<file path="src/sv/cjss_pkg.sv">
// Shared types and constants of the closest joint solution selector.
package cjss_pkg;

	localparam int MAX_JOINTS      = 6;
	localparam int DEF_JOINT_COUNT = 6;
	localparam int DEF_STEP_BITS   = 24;
	localparam int TIE_JOINT       = 2;

	localparam logic OP_CURRENT   = 1'b0;
	localparam logic OP_CANDIDATE = 1'b1;

	typedef struct packed {
		logic valid;
		logic op;
		logic last;
	} cjss_ctl_t;

endpackage

</file>
<file path="src/sv/cjss_lane.sv">
// One joint lane: holds the reference step count and registers the absolute step distance.
module cjss_lane #(
	parameter int STEP_BITS = cjss_pkg::DEF_STEP_BITS
) (
	input  logic                 clk,
	input  logic                 arst_n,
	input  logic                 load_ref,
	input  logic                 step_en,
	input  logic [STEP_BITS-1:0] joint,
	output logic [STEP_BITS-1:0] joint_s1,
	output logic [STEP_BITS-1:0] dist_s1
);
	import cjss_pkg::*;

	logic [STEP_BITS-1:0] ref_q;
	logic [STEP_BITS:0]   diff;
	logic [STEP_BITS:0]   mag;

	assign diff = {joint[STEP_BITS-1], joint} - {ref_q[STEP_BITS-1], ref_q};
	assign mag  = diff[STEP_BITS] ? (~diff + 1'b1) : diff;

	always_ff @(posedge clk or negedge arst_n) begin
		if (!arst_n) begin
			ref_q <= '0;
		end else if (load_ref) begin
			ref_q <= joint;
		end
	end

	always_ff @(posedge clk) begin
		if (step_en) begin
			joint_s1 <= joint;
			dist_s1  <= mag[STEP_BITS-1:0];
		end
	end

endmodule

</file>
<file path="src/sv/cjss_merge.sv">
// Merge stage: sums lane distances, keeps the best candidate and holds the result register.
module cjss_merge #(
	parameter int JOINT_COUNT = cjss_pkg::DEF_JOINT_COUNT,
	parameter int STEP_BITS   = cjss_pkg::DEF_STEP_BITS
) (
	input  logic                                  clk,
	input  logic                                  arst_n,
	input  cjss_pkg::cjss_ctl_t                   ctl_s1,
	input  logic [JOINT_COUNT-1:0][STEP_BITS-1:0] joint_s1,
	input  logic [JOINT_COUNT-1:0][STEP_BITS-1:0] dist_s1,
	output logic                                  adv_s2,
	output logic                                  out_valid,
	input  logic                                  out_ready,
	output logic [JOINT_COUNT-1:0][STEP_BITS-1:0] out_joint,
	output logic                                  out_from_cand
);
	import cjss_pkg::*;

	localparam int COST_W = STEP_BITS + $clog2(MAX_JOINTS);

	typedef logic [JOINT_COUNT-1:0][STEP_BITS-1:0] pose_t;

	cjss_ctl_t          ctl_s2;
	logic [COST_W-1:0]  cost_s2;
	pose_t              joint_s2;
	logic [COST_W-1:0]  cost_sum;

	pose_t              ref_pose_q;
	pose_t              kept_pose_q;
	logic [COST_W-1:0]  kept_cost_q;
	logic               have_q;

	pose_t              ref_pose_d;
	pose_t              kept_pose_d;
	logic [COST_W-1:0]  kept_cost_d;
	logic               have_d;
	logic [COST_W-1:0]  kept_cost_nx;
	logic               have_nx;
	logic               take;
	logic               consume;

	logic               out_valid_q;
	pose_t              out_joint_q;
	logic               out_from_q;

	always_comb begin
		cost_sum = '0;
		for (int i = 0; i < JOINT_COUNT; i++) begin
			cost_sum = cost_sum + COST_W'(dist_s1[i]);
		end
	end

	always_comb begin
		ref_pose_d  = ref_pose_q;
		kept_pose_d = kept_pose_q;
		kept_cost_d = kept_cost_q;
		have_d      = have_q;
		take        = 1'b0;
		if (ctl_s2.op == OP_CURRENT) begin
			ref_pose_d  = joint_s2;
			have_d      = 1'b0;
			kept_cost_d = '1;
		end else begin
			take = !have_q || (cost_s2 < kept_cost_q) ||
				((cost_s2 == kept_cost_q) &&
				($signed(joint_s2[TIE_JOINT]) > $signed(kept_pose_q[TIE_JOINT])));
			if (take) begin
				kept_pose_d = joint_s2;
				kept_cost_d = cost_s2;
				have_d      = 1'b1;
			end
		end
		// emitting closes the selection
		if (ctl_s2.last) begin
			have_nx      = 1'b0;
			kept_cost_nx = '1;
		end else begin
			have_nx      = have_d;
			kept_cost_nx = kept_cost_d;
		end
	end

	assign consume = ctl_s2.valid && (!ctl_s2.last || !out_valid_q || out_ready);
	assign adv_s2  = !ctl_s2.valid || consume;

	always_ff @(posedge clk or negedge arst_n) begin
		if (!arst_n) begin
			ctl_s2 <= '0;
		end else if (adv_s2) begin
			ctl_s2 <= ctl_s1;
		end
	end

	always_ff @(posedge clk) begin
		if (adv_s2) begin
			cost_s2  <= cost_sum;
			joint_s2 <= joint_s1;
		end
	end

	always_ff @(posedge clk or negedge arst_n) begin
		if (!arst_n) begin
			ref_pose_q  <= '0;
			kept_pose_q <= '0;
			kept_cost_q <= '1;
			have_q      <= 1'b0;
		end else if (consume) begin
			ref_pose_q  <= ref_pose_d;
			kept_pose_q <= kept_pose_d;
			kept_cost_q <= kept_cost_nx;
			have_q      <= have_nx;
		end
	end

	always_ff @(posedge clk or negedge arst_n) begin
		if (!arst_n) begin
			out_valid_q <= 1'b0;
		end else if (consume && ctl_s2.last) begin
			out_valid_q <= 1'b1;
		end else if (out_ready) begin
			out_valid_q <= 1'b0;
		end
	end

	always_ff @(posedge clk) begin
		if (consume && ctl_s2.last) begin
			out_joint_q <= have_d ? kept_pose_d : ref_pose_d;
			out_from_q  <= have_d;
		end
	end

	assign out_valid     = out_valid_q;
	assign out_joint     = out_joint_q;
	assign out_from_cand = out_from_q;

endmodule

</file>
<file path="src/sv/closest_joint_solution_select_unit.sv">
// Top level of the closest joint solution selector.
//
// channel  | beat                                   | tdata / tuser / tlast
// s_axis   | current position or candidate solution | joints / operation / end of selection
// m_axis   | chosen solution                        | best joints / from_candidate / -
//
// One beat per cycle on s_axis while tready is high; lanes and adder tree fully pipelined.
// An accepted last beat passes the lane, sum and select registers before m_axis_tvalid rises.
// s_axis_tready drops only while a last beat waits behind a result not yet taken.
// Reset clears all valid flags and loads an all-zero reference position.
module closest_joint_solution_select_unit #(
	parameter int JOINT_COUNT = cjss_pkg::DEF_JOINT_COUNT,
	parameter int STEP_BITS   = cjss_pkg::DEF_STEP_BITS,
	localparam int DATA_W     = ((cjss_pkg::MAX_JOINTS * STEP_BITS + 7) / 8) * 8
) (
	input  logic              clk,
	input  logic              arst_n,
	input  logic              s_axis_tvalid,
	output logic              s_axis_tready,
	input  logic [DATA_W-1:0] s_axis_tdata,  // joint0 .. joint5, STEP_BITS each
	input  logic [0:0]        s_axis_tuser,  // operation
	input  logic              s_axis_tlast,
	output logic              m_axis_tvalid,
	input  logic              m_axis_tready,
	output logic [DATA_W-1:0] m_axis_tdata,  // best_joint0 .. best_joint5, STEP_BITS each
	output logic [0:0]        m_axis_tuser   // from_candidate
);
	import cjss_pkg::*;

	cjss_ctl_t                             ctl_s1;
	logic [JOINT_COUNT-1:0][STEP_BITS-1:0] joint_s1;
	logic [JOINT_COUNT-1:0][STEP_BITS-1:0] dist_s1;
	logic [JOINT_COUNT-1:0][STEP_BITS-1:0] out_joint;
	logic                                  out_from_cand;
	logic                                  adv_s1;
	logic                                  adv_s2;
	logic                                  accept;
	logic                                  load_ref;

	assign adv_s1        = !ctl_s1.valid || adv_s2;
	assign s_axis_tready = adv_s1;
	assign accept        = s_axis_tvalid && adv_s1;
	assign load_ref      = accept && (s_axis_tuser[0] == OP_CURRENT);

	always_ff @(posedge clk or negedge arst_n) begin
		if (!arst_n) begin
			ctl_s1 <= '0;
		end else if (adv_s1) begin
			ctl_s1.valid <= accept;
			ctl_s1.op    <= s_axis_tuser[0];
			ctl_s1.last  <= s_axis_tlast;
		end
	end

	for (genvar i = 0; i < JOINT_COUNT; i++) begin : g_lane
		cjss_lane #(
			.STEP_BITS(STEP_BITS)
		) u_lane (
			.clk     (clk),
			.arst_n  (arst_n),
			.load_ref(load_ref),
			.step_en (adv_s1),
			.joint   (s_axis_tdata[i*STEP_BITS +: STEP_BITS]),
			.joint_s1(joint_s1[i]),
			.dist_s1 (dist_s1[i])
		);
	end

	cjss_merge #(
		.JOINT_COUNT(JOINT_COUNT),
		.STEP_BITS  (STEP_BITS)
	) u_merge (
		.clk          (clk),
		.arst_n       (arst_n),
		.ctl_s1       (ctl_s1),
		.joint_s1     (joint_s1),
		.dist_s1      (dist_s1),
		.adv_s2       (adv_s2),
		.out_valid    (m_axis_tvalid),
		.out_ready    (m_axis_tready),
		.out_joint    (out_joint),
		.out_from_cand(out_from_cand)
	);

	always_comb begin
		m_axis_tdata = '0;
		for (int i = 0; i < JOINT_COUNT; i++) begin
			m_axis_tdata[i*STEP_BITS +: STEP_BITS] = out_joint[i];
		end
	end

	assign m_axis_tuser[0] = out_from_cand;

endmodule

</file>
<file path="config.mk">
export PLATFORM = sky130hd
export DESIGN_NAME = closest_joint_solution_select_unit
export DESIGN_NICKNAME = d
export VERILOG_FILES = /design/src/sv/cjss_pkg.sv /design/src/sv/cjss_lane.sv /design/src/sv/cjss_merge.sv /design/src/sv/closest_joint_solution_select_unit.sv
export SDC_FILE = /design/constraint.sdc
export NUM_CORES = 2
export LEC_CHECK = 0
export BUFFER_PORTS_ARGS = -buffer_cell sky130_fd_sc_hd__buf_2
export CORE_ASPECT_RATIO = 1.25
export CORE_MARGIN = 5
export CORE_UTILIZATION = 61
export DETAILED_ROUTE_END_ITERATION = 12
export GPL_ROUTABILITY_DRIVEN = 0
export GPL_TIMING_DRIVEN = 0
export MAX_ROUTING_LAYER = met4
export PLACE_DENSITY_LB_ADDON = 0.15
export SKIP_CTS_REPAIR_TIMING = 1
export SYNTH_ARGS = -nofsm -noshare
export SYNTH_HDL_FRONTEND = slang
export SYNTH_SLANG_ARGS = --single-unit
</file>
<file path="constraint.sdc">
create_clock -name clk -period 16.75 [get_ports clk]
set_input_delay 3.35 -clock clk [delete_from_list [all_inputs] [get_ports clk]]
set_output_delay 3.35 -clock clk [all_outputs]
set_load 0.005 [all_outputs]
</file>
# ---- After elaboration in Yosys (flattened, before gate mapping)
# Cells that the tools add are included.
dict set report totals {
  regBits 1071
  elab_cells 117
}
dict set report op_classes {
  reduce_logical 18
  n_mux 18
  n_eq_ne 2
  bitwise_logic 7
  magnitude_cmp 2
  add_sub_neg 17
}
# op count
set op_table {}
lappend op_table {{$mux W144} 4}
lappend op_table {{$sub A24 B24 Y25} 6}
lappend op_table {{$add A24 B1 Y24 const B} 6}
lappend op_table {{$mux W24} 6}
lappend op_table {{$not A24 Y24} 6}
lappend op_table {{$add A27 B24 Y27} 4}
lappend op_table {{$mux W27} 3}
lappend op_table {{$eq A27 B27 Y1} 1}
lappend op_table {{$lt A27 B27 Y1} 1}
lappend op_table {{$add A24 B24 Y25} 1}
lappend op_table {{$gt A24 B24 Y1} 1}
lappend op_table {{$logic_or A1 B1 Y1} 6}
lappend op_table {{$logic_and A1 B1 Y1} 5}
lappend op_table {{$logic_not A1 Y1} 5}
lappend op_table {{$mux W1} 5}
lappend op_table {{$ne A3 B3 Y1 const B} 1}
lappend op_table {{$reduce_and A2 Y1} 1}
lappend op_table {{$reduce_bool A2 Y1} 1}
lappend op_table {{$not A1 Y1} 1}

# ---- Logic depth before layout (Yosys ltp)
dict set report depth {
  depth_word 8
  depth_mapped 27
  ltp_nobuf 27
}

# ---- Modules after synthesis
# Synthesis repeated with hierarchy kept, for this count alone.
dict set report hier_totals {
  hier_cells 4176
  hier_area_um2 49728.9
}
# mod area_per_inst_um2 cells_each n_inst
set modules_own_cells {}
lappend modules_own_cells {cjss_merge 22895.7 1520 1}
lappend modules_own_cells {{cjss_lane (g_lane[1].u_lane ...)} 4521.8 445 2}
lappend modules_own_cells {{cjss_lane (g_lane[4].u_lane ...)} 4416.7 444 2}
lappend modules_own_cells {{cjss_lane (g_lane[3].u_lane)} 4495.6 443 1}
lappend modules_own_cells {{cjss_lane (g_lane[0].u_lane)} 4324.1 427 1}
lappend modules_own_cells {closest_joint_solution_select_unit 136.4 8 1}

# ---- Least setup slack after synthesis
# No wires, ideal clock.
dict set report synth_path {
  kind {input-to-reg}
  from {in m_axis_tready}
  to {reg g_lane[0].u_lane.ref_q[0]}
  arrival_time_ns 15.369
  n_path_buf 2
  setup_ns 0.125
  path_stages 6
  t_required_ns 16.625
  slack_ns 1.256
  path_cell_list {nor2b_1 -> nand4_1 -> and3b_1 -> clkbuf_1 -> buf_1 -> mux2_2}
}
dict set report synth_via {
  elab_chain_len 6
}
# item line
set synth_lines {}
lappend synth_lines {{start, declared} closest_joint_solution_select_unit.sv:24} ;# input logic m_axis_tready,
lappend synth_lines {{$logic_or A1 B1 Y1} cjss_merge.sv:83} ;# assign consume = ctl_s2.valid && (!ctl_s2.last || !out_valid_q || out_ready);
lappend synth_lines {{$logic_and A1 B1 Y1} cjss_merge.sv:83}
lappend synth_lines {{$logic_or A1 B1 Y1} cjss_merge.sv:84} ;# assign adv_s2 = !ctl_s2.valid || consume;
lappend synth_lines {{$logic_or A1 B1 Y1} closest_joint_solution_select_unit.sv:40} ;# assign adv_s1 = !ctl_s1.valid || adv_s2;
lappend synth_lines {{net s_axis_tready} closest_joint_solution_select_unit.sv:19} ;# output logic s_axis_tready,
lappend synth_lines {{$logic_and A1 B1 Y1} closest_joint_solution_select_unit.sv:42} ;# assign accept = s_axis_tvalid && adv_s1;
lappend synth_lines {{$logic_and A1 B1 Y1} closest_joint_solution_select_unit.sv:43} ;# assign load_ref = accept && (s_axis_tuser[0] == OP_CURRENT);
lappend synth_lines {{end signal, assigned} cjss_lane.sv:26} ;# ref_q <= joint;
lappend synth_lines {{end, declared} cjss_lane.sv:15} ;# logic [STEP_BITS-1:0] ref_q;
# The timed path passes the listed nets, and every way through them passes these cells.
# A chain may end at the register's enable or synchronous reset.

# ---- Final worst setup path
dict set report layout_path {
  from {in m_axis_tready}
  to {out s_axis_tready}
}
dict set report layout_via {
  elab_chain_len 4
}
# item line
set layout_lines {}
lappend layout_lines {{$logic_or A1 B1 Y1} cjss_merge.sv:83}
lappend layout_lines {{$logic_and A1 B1 Y1} cjss_merge.sv:83}
lappend layout_lines {{$logic_or A1 B1 Y1} cjss_merge.sv:84}
lappend layout_lines {{$logic_or A1 B1 Y1} closest_joint_solution_select_unit.sv:40}
lappend layout_lines {{end, declared} closest_joint_solution_select_unit.sv:19}
# Every way passes these cells.

==> flow_metrics.py <==
metrics = {
    "run_status": {
        "status": "complete, no violations",
    },
    "clock_network": {
        "cts_tree": "yes",
        "numCtsBuffers": 89,
        "cts_root_buffer": "clkbuf_16",
        "clock_latency_ps": 670,
        "cts.path.max_buffers": 3,
        "clock_sinks": 927,
        "h-tree-depth": 3,
        "clkSlewWorstSetupHoldPaths_ps": 60,
    },
    "placed_design": {
        "port_buffers": 296,
        "dp_hpwl_mm": 83.5,
    },
    "timing": {
        "final.setup.tns_ps": 0,
        "max_freq_mhz": 114,
        "tightest_slew_ps": 1390,
        "relSlewSlack_pct": 7.25,
        "rsz0062_at_grt": "false",
        "period_needed_ps": 8740,
        "hold_viol": 0,
        "drv_slew": 0,
        "fin_skew_ps": 22.1,
        "setup_viol": 0,
        "min_period_over_period_pct": 52.2,
    },
    "layout": {
        "multi_input_area_um2": 20100,
        "areaGrowthSynthToFinish_pct": 13.3,
        "regArea_um2": 26300,
        "num-fill-cells": 5767,
        "layout.nets": 4906,
        "drive_gt1_share_pct": 19.2,
    },
    "synth": {
        "synth_edf_count": 604,
        "avgSynthCellArea_um2": 12.0,
        "synth.lib_cells_used.distinct": 91,
        "async_flop_share_pct": 34.8,
        "synthesis.nets": 4490,
        "yosys.area.top_type": "edfxtp_1",
        "synthTopCellsByArea": "edfxtp_1 (38%), dfrtp_1 (15%), mux2_2 (7.0%)",
        "netlist_instances": 4007,
        "syn_area_um2": 48300,
        "synth_flop_cell": "edfxtp_1",
        "netlist.area_leader.share_pct": 37.6,
        "synth-seq-area-share_pct": 54.4,
        "synth-seq-cells": 927,
        "yosys_warnings": 0,
    },
    "floorplan": {
        "fp.dieH_um": 325,
        "die_w_um": 262,
        "start_util_pct": 61.4,
        "core_um2": 78600,
        "placementRows": 115,
        "dieArea_um2": 84900,
        "ios": 297,
    },
    "grt": {
        "grt_usage_pct": 27.0,
        "antenna_found_initial": 8,
        "grt_max_degree": 104,
        "grt_pass1_vias": 32200,
        "grt-ovfl-total": 0,
        "grt_first_pass_wirelength_mm": 176,
    },
    "worst_setup_path": {
        "cp_max_fo": 16,
        "rrSetupSlack_ps": 10080,
        "cp.required_ps": 13400,
        "r2r_start": "g_lane[0].u_lane.dist_s1[0]$_DFFE_PN_",
        "worstPathArrival_ps": 5390,
        "worst_r2r_path_depth": 25,
        "rr_endpoint": "u_merge.cost_s2[26]$_DFFE_PP_",
        "start_kind": "input port",
        "worstSetupPathType": "input port to output port",
        "end_kind": "output port",
    },
    "route": {
        "ant_nets": 0,
        "routed_wl_mm": 112,
        "drt_iter0_drc": 1934,
        "wl_per_cell_um": 20.1,
        "viasPerCell": 5.75,
        "dr.pass1.iters": 5,
        "vias": 32000,
        "drc": 0,
    },
    "min_path": {
        "min_to": "u_merge.joint_s2[139]$_DFFE_PP_",
        "hold_start": "g_lane[5].u_lane.joint_s1[19]$_DFFE_PN_",
        "holdPathStages": 0,
        "hold_class": "flip-flop to flip-flop",
    },
    "job": {
        "cap_violations": 0,
    },
}
[registers in the layout (all words and copies together) (netlist names)]
register                count
u_merge.out_valid           1
u_merge.cost_s2            27
g_lane.u_lane.dist_s1     144
u_merge.ctl_s2              3
u_merge.kept_pose_q       144
u_merge.out_from_cand       1
u_merge.joint_s2          144
ctl_s1                      3
u_merge.kept_cost_q        27
g_lane.u_lane.joint_s1    144
u_merge.out_joint         144
u_merge.have_q              1
g_lane.u_lane.ref_q       144
[logic make-up after synthesis]
group	count (synthesis)	share of synthesized area [%]
muxes	311	7.23
DFF	927	54.4
adders and majority gates	333	9.86
AOI/OAI and AO/OA	859	11.6
xor gates and xnor gates	262	4.75
buffers and inverters	506	3.97
and+or+nand+nor	809	8.22
[worst max path at each step]
| stage | from | cells past startpoint | slack (ps) | end |
|---|---|---|---|---|
| after floorplan | m_axis_tready | 6 | 1260 | g_lane[0].u_lane.ref_q[0]$_DFFE_PN0P_ |
| after global placement | m_axis_tready | 4 | -5880 | s_axis_tready |
| after detailed placement | m_axis_tready | 9 | 8020 | s_axis_tready |
| after CTS | m_axis_tready | 9 | 7990 | s_axis_tready |
| after global routing | m_axis_tready | 9 | 7870 | s_axis_tready |
| final | m_axis_tready | 9 | 8010 | s_axis_tready |
[critical path, cell delays in order]
cell	delay (ps)
buf_2	100
nor2b_1	320
nand4_1	480
buf_8	330
buf_8	160
buf_8	170
buf_8	170
buf_8	160
buf_2	130
[through the flow]
stage	worst slack, ps	instance area (um2)	utilization, %	hold WS [ps]	cells
6_report	8010	54700	69.6	413	5556
4_1_cts	7990	54700	69.6	414	5550
5_1_grt	7870	54700	69.6	422	5555
2_1_floorplan	1260	48300	-	400	4007
3_5_place_dp	8020	51700	65.7	405	5385
3_3_place_gp	-5880	51100	65.0	400	5356
[layer usage]
layer	up-vias	GRT usage [%]	part of all wire, %
met1	15700	33.1	40
met3	189	3.85	5.1
met4	0	8.70	3.6
met5	-	-	0
li1	15300	-	-
met2	750	46.4	52
[cells in the final DEF, fill, tap and decap left out, types with 26 or more instances in the layout]
cell	n
a211oi_1	26
a21o_1	85
a21oi_1	180
a31oi_1	40
and3_1	38
buf_2	307
clkbuf_1	116
clkbuf_16	90
clkinv_2	27
dfrtp_1	296
dfstp_2	27
edfxtp_1	604
fa_1	79
ha_1	254
inv_1	391
mux2_2	302
nand2_1	245
nand2b_1	35
nand3_1	69
nand4_1	29
nor2_1	181
nor2b_1	38
nor3_1	61
o21a_1	44
o21ai_0	251
o22a_1	31
xnor2_1	163
xor2_1	99
[cell usage after synthesis, types with 21 or more instances]
cell / count
xor2_1: 99
edfxtp_1: 604
nand2b_1: 35
and3_1: 39
clkbuf_1: 102
xnor2_1: 163
a211oi_1: 26
dfstp_2: 27
a21oi_1: 180
inv_1: 391
o21a_1: 44
nor2b_1: 38
nor2_1: 181
ha_1: 254
a21o_1: 85
o21ai_0: 251
nand4_1: 29
o31ai_1: 21
or3_1: 23
mux2_2: 302
o211ai_1: 24
nand3_1: 70
o22a_1: 31
dfrtp_1: 296
nor3_1: 61
a31oi_1: 40
nand2_1: 245
fa_1: 79
[area by class of cell]
type                    count  area share, %
diodes                      6         0.0275
plain buffers             115          0.819
clock buffers             113           4.42
clock inverters            52           1.07
inverters                 391           2.68
multi-input cells        2574           36.8
flip-flops and latches    927           48.0
well taps                1053           2.41
repair buffers            325           3.75
Power is not shown: default switching activity piles up to over one toggle a cycle in this logic, so the estimate is an artifact.
